===== src/rtl/spring_chain_physics_step_macros.svh =====
// Assertion macros for the spring chain block.
`ifndef SPRING_CHAIN_PHYSICS_STEP_MACROS_SVH
`define SPRING_CHAIN_PHYSICS_STEP_MACROS_SVH
`ifndef SYNTHESIS
`define SCP_ASSERT_IMP(label, ante, cons) \
	label: assert property (@(posedge clk) disable iff (!arst_n) (ante) |-> (cons)) \
		else $error("scp assertion failed");
`define SCP_ASSERT_NXT(label, ante, cons) \
	label: assert property (@(posedge clk) disable iff (!arst_n) (ante) |=> (cons)) \
		else $error("scp assertion failed");
`else
`define SCP_ASSERT_IMP(label, ante, cons)
`define SCP_ASSERT_NXT(label, ante, cons)
`endif
`endif


===== src/rtl/scp_pkg.sv =====
package scp_pkg;

	localparam int NODE_W = 4;

	localparam logic [3:0] CFG_ORIGIN_X    = 4'd0;
	localparam logic [3:0] CFG_ORIGIN_Y    = 4'd1;
	localparam logic [3:0] CFG_ZONE_WIDTH  = 4'd2;
	localparam logic [3:0] CFG_HEAD_HEIGHT = 4'd3;
	localparam logic [3:0] CFG_REST_LENGTH = 4'd4;
	localparam logic [3:0] CFG_INV_STEP    = 4'd5;
	localparam logic [3:0] CFG_DAMPING     = 4'd6;
	localparam logic [3:0] CFG_GRAVITY     = 4'd7;

	localparam logic signed [31:0] RST_HEAD_HEIGHT = 32'sd3276800;
	localparam logic [30:0] RST_ZONE_WIDTH  = 31'd26214400;
	localparam logic [30:0] RST_REST_LENGTH = 31'd1048576;
	localparam logic [16:0] RST_INV_STEP    = 17'd6554;
	localparam logic [16:0] RST_DAMPING     = 17'd65470;
	localparam logic signed [31:0] RST_GRAVITY = 32'sd1311;

	localparam int POS_X_BASE = 200;
	localparam int POS_X_STEP = 3;
	localparam int POS_Y_BASE = 50;
	localparam int POS_Y_STEP = 8;

	localparam logic signed [31:0] S32_MAX = 32'sh7FFF_FFFF;
	localparam logic signed [31:0] S32_MIN = 32'sh8000_0000;
	localparam logic signed [65:0] W_MAX = 66'sh0_7FFF_FFFF;
	localparam logic signed [65:0] W_MIN = -66'sh0_8000_0000;

	typedef enum logic [5:0] {
		OP_IDLE, OP_CAPTURE, OP_PIN_HEAD, OP_PIN_TAIL, OP_LOAD, OP_DIFF,
		OP_SQ1, OP_SQ2, OP_SQ3, OP_SQRT_GO, OP_MAG, OP_DIVX_GO, OP_NX,
		OP_DIVY_GO, OP_NY, OP_DOT1, OP_DOT2, OP_DOT3, OP_DOT4, OP_TERM,
		OP_IMP, OP_HX, OP_HY, OP_HYW, OP_VUPD, OP_WRB, OP_DAMPX, OP_DAMPY,
		OP_DAMPW, OP_INTEG, OP_WRA, OP_EMIT
	} dp_op_t;

	typedef enum logic [5:0] {
		ST_IDLE, ST_PIN_HEAD, ST_PIN_TAIL, ST_LOAD, ST_DIFF, ST_SQ1, ST_SQ2,
		ST_SQ3, ST_SQRT_GO, ST_SQRT_WAIT, ST_MAG, ST_DIVX_GO, ST_DIVX_WAIT,
		ST_NX, ST_DIVY_GO, ST_DIVY_WAIT, ST_NY, ST_DOT1, ST_DOT2, ST_DOT3,
		ST_DOT4, ST_TERM, ST_IMP, ST_HX, ST_HY, ST_HYW, ST_VUPD, ST_WRB,
		ST_DAMPX, ST_DAMPY, ST_DAMPW, ST_INTEG, ST_WRA, ST_EMIT
	} scp_state_t;

	typedef struct packed {
		dp_op_t            op;
		logic [NODE_W-1:0] node;
		logic              last;
	} scp_cmd_t;

	typedef struct packed {
		logic sqrt_busy;
		logic div_busy;
		logic out_free;
	} scp_sts_t;

	function automatic logic signed [31:0] sat_w(input logic signed [65:0] v);
		if (v > W_MAX) return S32_MAX;
		if (v < W_MIN) return S32_MIN;
		return v[31:0];
	endfunction

	function automatic logic signed [31:0] sat33(input logic [32:0] s);
		if (s[32] != s[31]) return s[32] ? S32_MIN : S32_MAX;
		return s[31:0];
	endfunction

	function automatic logic signed [31:0] add32(input logic signed [31:0] a,
			input logic signed [31:0] b);
		return sat33({a[31], a} + {b[31], b});
	endfunction

	function automatic logic signed [31:0] sub32(input logic signed [31:0] a,
			input logic signed [31:0] b);
		return sat33({a[31], a} - {b[31], b});
	endfunction

endpackage


===== src/rtl/scp_ctrl.sv =====
`include "spring_chain_physics_step_macros.svh"
module scp_ctrl import scp_pkg::*; #(
	parameter int NUM_NODES  = 6,
	parameter int ITERATIONS = 10
) (
	input  logic     clk,
	input  logic     arst_n,
	input  logic     in_valid,
	output logic     in_stall,
	input  scp_sts_t sts,
	output scp_cmd_t cmd
);

	localparam int NW = $clog2(NUM_NODES);
	localparam int IW = (ITERATIONS > 1) ? $clog2(ITERATIONS) : 1;
	localparam logic [NW-1:0] LAST_NODE = NW'(NUM_NODES - 1);
	localparam logic [IW-1:0] LAST_ITER = IW'(ITERATIONS - 1);

	scp_state_t    state_q, state_d;
	logic [NW-1:0] node_q, node_d;
	logic [IW-1:0] iter_q, iter_d;

	always_ff @(posedge clk or negedge arst_n) begin
		if (!arst_n) begin
			state_q <= ST_IDLE;
			node_q  <= '0;
			iter_q  <= '0;
		end else begin
			state_q <= state_d;
			node_q  <= node_d;
			iter_q  <= iter_d;
		end
	end

	always_comb begin
		state_d  = state_q;
		node_d   = node_q;
		iter_d   = iter_q;
		cmd.op   = OP_IDLE;
		cmd.node = NODE_W'(node_q);
		cmd.last = (node_q == LAST_NODE);
		in_stall = (state_q != ST_IDLE);
		case (state_q)
			ST_IDLE: begin
				if (in_valid) begin
					cmd.op  = OP_CAPTURE;
					state_d = ST_PIN_HEAD;
				end
			end
			ST_PIN_HEAD: begin
				cmd.op  = OP_PIN_HEAD;
				state_d = ST_PIN_TAIL;
			end
			ST_PIN_TAIL: begin
				cmd.op  = OP_PIN_TAIL;
				node_d  = NW'(1);
				iter_d  = '0;
				state_d = ST_LOAD;
			end
			ST_LOAD: begin
				cmd.op  = OP_LOAD;
				state_d = ST_DIFF;
			end
			ST_DIFF: begin
				cmd.op  = OP_DIFF;
				state_d = ST_SQ1;
			end
			ST_SQ1: begin
				cmd.op  = OP_SQ1;
				state_d = ST_SQ2;
			end
			ST_SQ2: begin
				cmd.op  = OP_SQ2;
				state_d = ST_SQ3;
			end
			ST_SQ3: begin
				cmd.op  = OP_SQ3;
				state_d = ST_SQRT_GO;
			end
			ST_SQRT_GO: begin
				cmd.op  = OP_SQRT_GO;
				state_d = ST_SQRT_WAIT;
			end
			ST_SQRT_WAIT: begin
				if (!sts.sqrt_busy) state_d = ST_MAG;
			end
			ST_MAG: begin
				cmd.op  = OP_MAG;
				state_d = ST_DIVX_GO;
			end
			ST_DIVX_GO: begin
				cmd.op  = OP_DIVX_GO;
				state_d = ST_DIVX_WAIT;
			end
			ST_DIVX_WAIT: begin
				if (!sts.div_busy) state_d = ST_NX;
			end
			ST_NX: begin
				cmd.op  = OP_NX;
				state_d = ST_DIVY_GO;
			end
			ST_DIVY_GO: begin
				cmd.op  = OP_DIVY_GO;
				state_d = ST_DIVY_WAIT;
			end
			ST_DIVY_WAIT: begin
				if (!sts.div_busy) state_d = ST_NY;
			end
			ST_NY: begin
				cmd.op  = OP_NY;
				state_d = ST_DOT1;
			end
			ST_DOT1: begin
				cmd.op  = OP_DOT1;
				state_d = ST_DOT2;
			end
			ST_DOT2: begin
				cmd.op  = OP_DOT2;
				state_d = ST_DOT3;
			end
			ST_DOT3: begin
				cmd.op  = OP_DOT3;
				state_d = ST_DOT4;
			end
			ST_DOT4: begin
				cmd.op  = OP_DOT4;
				state_d = ST_TERM;
			end
			ST_TERM: begin
				cmd.op  = OP_TERM;
				state_d = ST_IMP;
			end
			ST_IMP: begin
				cmd.op  = OP_IMP;
				state_d = ST_HX;
			end
			ST_HX: begin
				cmd.op  = OP_HX;
				state_d = ST_HY;
			end
			ST_HY: begin
				cmd.op  = OP_HY;
				state_d = ST_HYW;
			end
			ST_HYW: begin
				cmd.op  = OP_HYW;
				state_d = ST_VUPD;
			end
			ST_VUPD: begin
				cmd.op  = OP_VUPD;
				state_d = ST_WRB;
			end
			ST_WRB: begin
				cmd.op  = OP_WRB;
				state_d = ST_DAMPX;
			end
			ST_DAMPX: begin
				cmd.op  = OP_DAMPX;
				state_d = ST_DAMPY;
			end
			ST_DAMPY: begin
				cmd.op  = OP_DAMPY;
				state_d = ST_DAMPW;
			end
			ST_DAMPW: begin
				cmd.op  = OP_DAMPW;
				state_d = ST_INTEG;
			end
			ST_INTEG: begin
				cmd.op  = OP_INTEG;
				state_d = ST_WRA;
			end
			ST_WRA: begin
				cmd.op = OP_WRA;
				if (node_q == LAST_NODE) begin
					if (iter_q == LAST_ITER) begin
						node_d  = '0;
						iter_d  = '0;
						state_d = ST_EMIT;
					end else begin
						node_d  = NW'(1);
						iter_d  = IW'(iter_q + 1'b1);
						state_d = ST_LOAD;
					end
				end else begin
					node_d  = NW'(node_q + 1'b1);
					state_d = ST_LOAD;
				end
			end
			ST_EMIT: begin
				cmd.op = OP_EMIT;
				if (sts.out_free) begin
					if (node_q == LAST_NODE) begin
						node_d  = '0;
						state_d = ST_IDLE;
					end else begin
						node_d = NW'(node_q + 1'b1);
					end
				end
			end
			default: state_d = ST_IDLE;
		endcase
	end

	`SCP_ASSERT_NXT(a_accept_pins, in_valid && !in_stall, state_q == ST_PIN_HEAD)
	`SCP_ASSERT_NXT(a_emit_done, state_q == ST_EMIT && sts.out_free && node_q == LAST_NODE, state_q == ST_IDLE)
	`SCP_ASSERT_IMP(a_units_excl, 1'b1, !(sts.sqrt_busy && sts.div_busy))

endmodule


===== config.mk =====
export PLATFORM = sky130hd
export DESIGN_NAME = scp_ctrl
export DESIGN_NICKNAME = d
export VERILOG_FILES = /design/src/rtl/scp_pkg.sv /design/src/rtl/scp_ctrl.sv
export VERILOG_INCLUDE_DIRS = /design/src /design/src/rtl
export SDC_FILE = /design/constraint.sdc
export NUM_CORES = 1
export LEC_CHECK = 0
export ABC_AREA = 1
export BUFFER_PORTS_ARGS = -buffer_cell sky130_fd_sc_hd__buf_4
export CAP_MARGIN = 20
export CORE_MARGIN = 2
export CORE_UTILIZATION = 40
export CTS_CLUSTER_SIZE = 12
export DETAILED_ROUTE_END_ITERATION = 7
export PLACE_DENSITY = 0.7
export REMOVE_ABC_BUFFERS = 1
export SYNTH_ARGS = -nofsm -noshare
export SYNTH_HDL_FRONTEND = slang
export SYNTH_SLANG_ARGS = --single-unit

===== constraint.sdc =====
create_clock -name clk -period 1.7 [get_ports clk]
set_input_delay 0.34 -clock clk [delete_from_list [all_inputs] [get_ports clk]]
set_output_delay 0.34 -clock clk [all_outputs]
set_load 0.05 [all_outputs]

==> qor.csv <==
stage,metric,value,unit
final_layout,ANT cells,0,
timing,"Hold Vio Cnt, Final",0,
timing,final clock period utilization by the worst path,125,%
placed_design,PortBufs,15,
power_and_ir_drop,Power per Cell Area,1740,nW/um^2
floorplan,Initial Util,41.8,%
cts,CTS tree,built,
worst_setup_path,Critical Path Fanout Max,5,
floorplan,die width,63.0,microns
placed_design,placed wire-length estimate,3300,microns
floorplan,Core Area,3340,sq um
drt,DRC,0,
final_layout,P&R area growth vs syn,65.9,%
drt,Detail Route Antenna Nets,0,
worst_setup_path,critical path's slowest cell,dfrtp_2,
worst_setup_path,crit path buf inv count,2,
synthesis,Yosys reg bits,13,
synthesis,register area share after synthesis,23.3,%
synthesis,post-synth top area cell,dfrtp_1,
worst_setup_path,RR Endpoint,state_q[0],
global_routing,first-pass GRT wire length,7880,microns
synthesis,most frequent cells after synthesis,"77 x nand2_1, 41 x nand3_1, 32 x nor2_1",
drt,wire per inst,14.2,microns
timing,final setup TNS,-2310,ps
cts,CTS Buf Count,3,
worst_setup_path,Crit path required time,1360,ps
worst_setup_path,Worst path depth,9,
synthesis,Most used DFF post-synth,dfrtp_1,
drt,total iterations of the first detailed-routing run,5,
cts,"Reg clk slew, reported paths",70,ps
synthesis,Synth Warn #,0,
worst_setup_path,Critical Path Start,state_q[1],
final_layout,fraction of layout cells with a size suffix above 1,45.7,%
cts,CTS sink count,13,
worst_setup_path,"Arr. time, crit path",1780,ps
drt,DR iter-0 viols,194,
global_routing,largest net degree at the start of global routing,20,
min_path,worst hold path class,input port to flop,
global_routing,initial antenna violation count,0,
final_layout,Layout fillers,264,
synthesis,post-synth top area share,23.3,%
run_status,status,finished with violations,
worst_setup_path,crit path to,cmd[8],
cts,clock buffer depth,2,
timing,achievable frequency,0.471,GHz
worst_setup_path,CP Capture Type,primary output,
worst_setup_path,crit path cell chain,"nand2_1, nor2_1, nand2_1, nand2_4, inv_2, nand3_4, nor3_2, nand2_1, buf_6",
placed_design,Placer Congestion,0.960,
synthesis,Mapped Area,1390,sq um
synthesis,Synth cell types,24,
timing,"Setup violations, final",11,
timing,Final Max Slew Viols,0,
global_routing,GRT Util Overall,24.7,%
power_and_ir_drop,Final Power,4.03,mW
run,MaxCap Viol Count,0,
synthesis,cell with the most instances after synthesis,nand2_1,
worst_setup_path,crit start category,flop,
timing,Final WS setup,-421,ps
timing,Worst Clk Skew,4.05,ps
cts,H-Tree Depth,1,
drt,vias,1992,
worst_setup_path,Worst path top cell family by delay,simple AND/OR/NAND/NOR gates,
timing,RSZ-0062 raised after global routing,true,
final_layout,nets,326,
drt,WL final,5160,microns
floorplan,IO Pins,18,
worst_setup_path,reg-to-reg startpoint,state_q[0],
synthesis,"EDFF count, synth",0,
worst_setup_path,"slowest stage delay, CP",430,ps
power_and_ir_drop,Pleak,1.27,nW
floorplan,Rows,21,
global_routing,total gr overflow,0,
synthesis,Post-Syn Instances,246,
drt,vias per cell,5.49,
cts,clk_lat worst skew,280,ps
synthesis,"top cells by area, synth","dfrtp_1 23%, nand2_1 21%, nand3_1 15%",
cts,Clock Tree Root,clkbuf_4,
synthesis,"Avg Cell Area, Syn",5.67,sq um
worst_setup_path,reg2reg setup slack,-120,ps
power_and_ir_drop,VDD IR max,0.975,mV
worst_setup_path,Reg2Reg Depth,13,
run_status,failing checks,negative setup slack,
floorplan,die area,3970,sq um
worst_setup_path,CP dominant cell by count,nand2_1,
global_routing,number of global-route vias before repair,1747,
synthesis,ys async rst share,100,%
worst_setup_path,WS Path Type,flop to primary output,
timing,crit path time final,2120,ps
floorplan,chip height,63.0,microns
==> where the power goes <==
part | switching [mW] | total, mW | internal (mW)
logic | 1.93 | 3.32 | 1.40
clock network | 0.0945 | 0.186 | 0.0911
registers | 0.127 | 0.517 | 0.389
==> layout make-up <==
type                    instances  area (sq um)  area share (%)
multi-input cells             197          1140            49.5
repair buffers                 74           644            27.9
inverters                      29           109            4.71
flip-flops and latches         13           332            14.3
clock buffers                   4          26.3            1.14
well taps                      46          57.6            2.49
==> how the worst min path moves through the flow <==
stage | depth (start not counted) | startpoint | endpoint
3_5_place_dp | 1 | arst_n | state_q[2]
3_3_place_gp | 1 | arst_n | state_q[2]
4_1_cts | 3 | sts[1] | state_q[1]
5_1_grt | 3 | sts[1] | state_q[1]
2_1_floorplan | 0 | arst_n | iter_q[0]
6_report | 3 | sts[1] | state_q[1]
==> kinds of logic (layout without fill, tap and decap cells) <==
family / after synthesis / in the layout / share of synthesized area [%]
compound gates: 21 / 21 / 9.34
flops: 13 / 13 / 23.3
other cells: 1 / 2 / 0.269
fa+ha+maj: 2 / 2 / 1.80
simple gates: 172 / 172 / 54.0
buf+inv: 37 / 107 / 11.3
==> worst register-to-register path: stages, from the launching register on <==
cell and delay (ps):
dfrtp_2 430, buf_6 120, nor2_4 30, buf_6 130
buf_6 110, nand3_2 70, nand2_1 80, nor2_2 180
buf_4 130, buf_4 90, buf_4 90, nand2_2 50
o21ai_2 120, nand2_1 70
==> registers in the layout (all words and copies together), names as in the netlist <==
register  flops
node_q        3
iter_q        4
state_q       6
==> through the flow <==
step | area (sq um) | setup slack [ps] | utilization [%] | instances | hold slack, ps
after global placement | 1850 | -157 | 55.6 | 343 | 193
after detailed placement | 1850 | -175 | 55.6 | 343 | 193
after floorplan | 1350 | -782 | - | 239 | 44.4
final | 2310 | -421 | 69.3 | 363 | 331
after global routing | 2310 | -453 | 69.3 | 363 | 336
after CTS | 2180 | -319 | 65.4 | 360 | 335
==> layout by cell type, fill, tap and decap left out, drive strengths merged <==
master / count
a21oi: 7
buf: 73
clkbuf: 4
conb: 2
dfrtp: 13
dlygate4sd3: 1
ha: 2
inv: 29
nand2: 78
nand3: 42
nand3b: 1
nand4: 5
nor2: 38
nor3: 8
o21ai: 10
o221ai: 1
o22ai: 2
o311ai: 1
==> what timing repair did <==
action / 4_1_cts / 5_1_grt
setup endpoints to repair: 9 / 19
pin swaps: 15 / 19
endpoints found under the hold margin: 13 / 0
cloned: 2 / 1
buffers inserted: 11 / 2
hold buffers: 1 / 0
resized for setup: 66 / 33
==> metal layers <==
metal | wire length (microns) | vias up | global-route usage, %
met3 | 486 | 31 | 6.67
met4 | 204 | 0 | 5.83
met1 | 2050 | 895 | 31.8
met5 | 0 | - | 0
li1 | - | 938 | -
met2 | 2420 | 128 | 41.0
(Power assumes the default switching activity.)
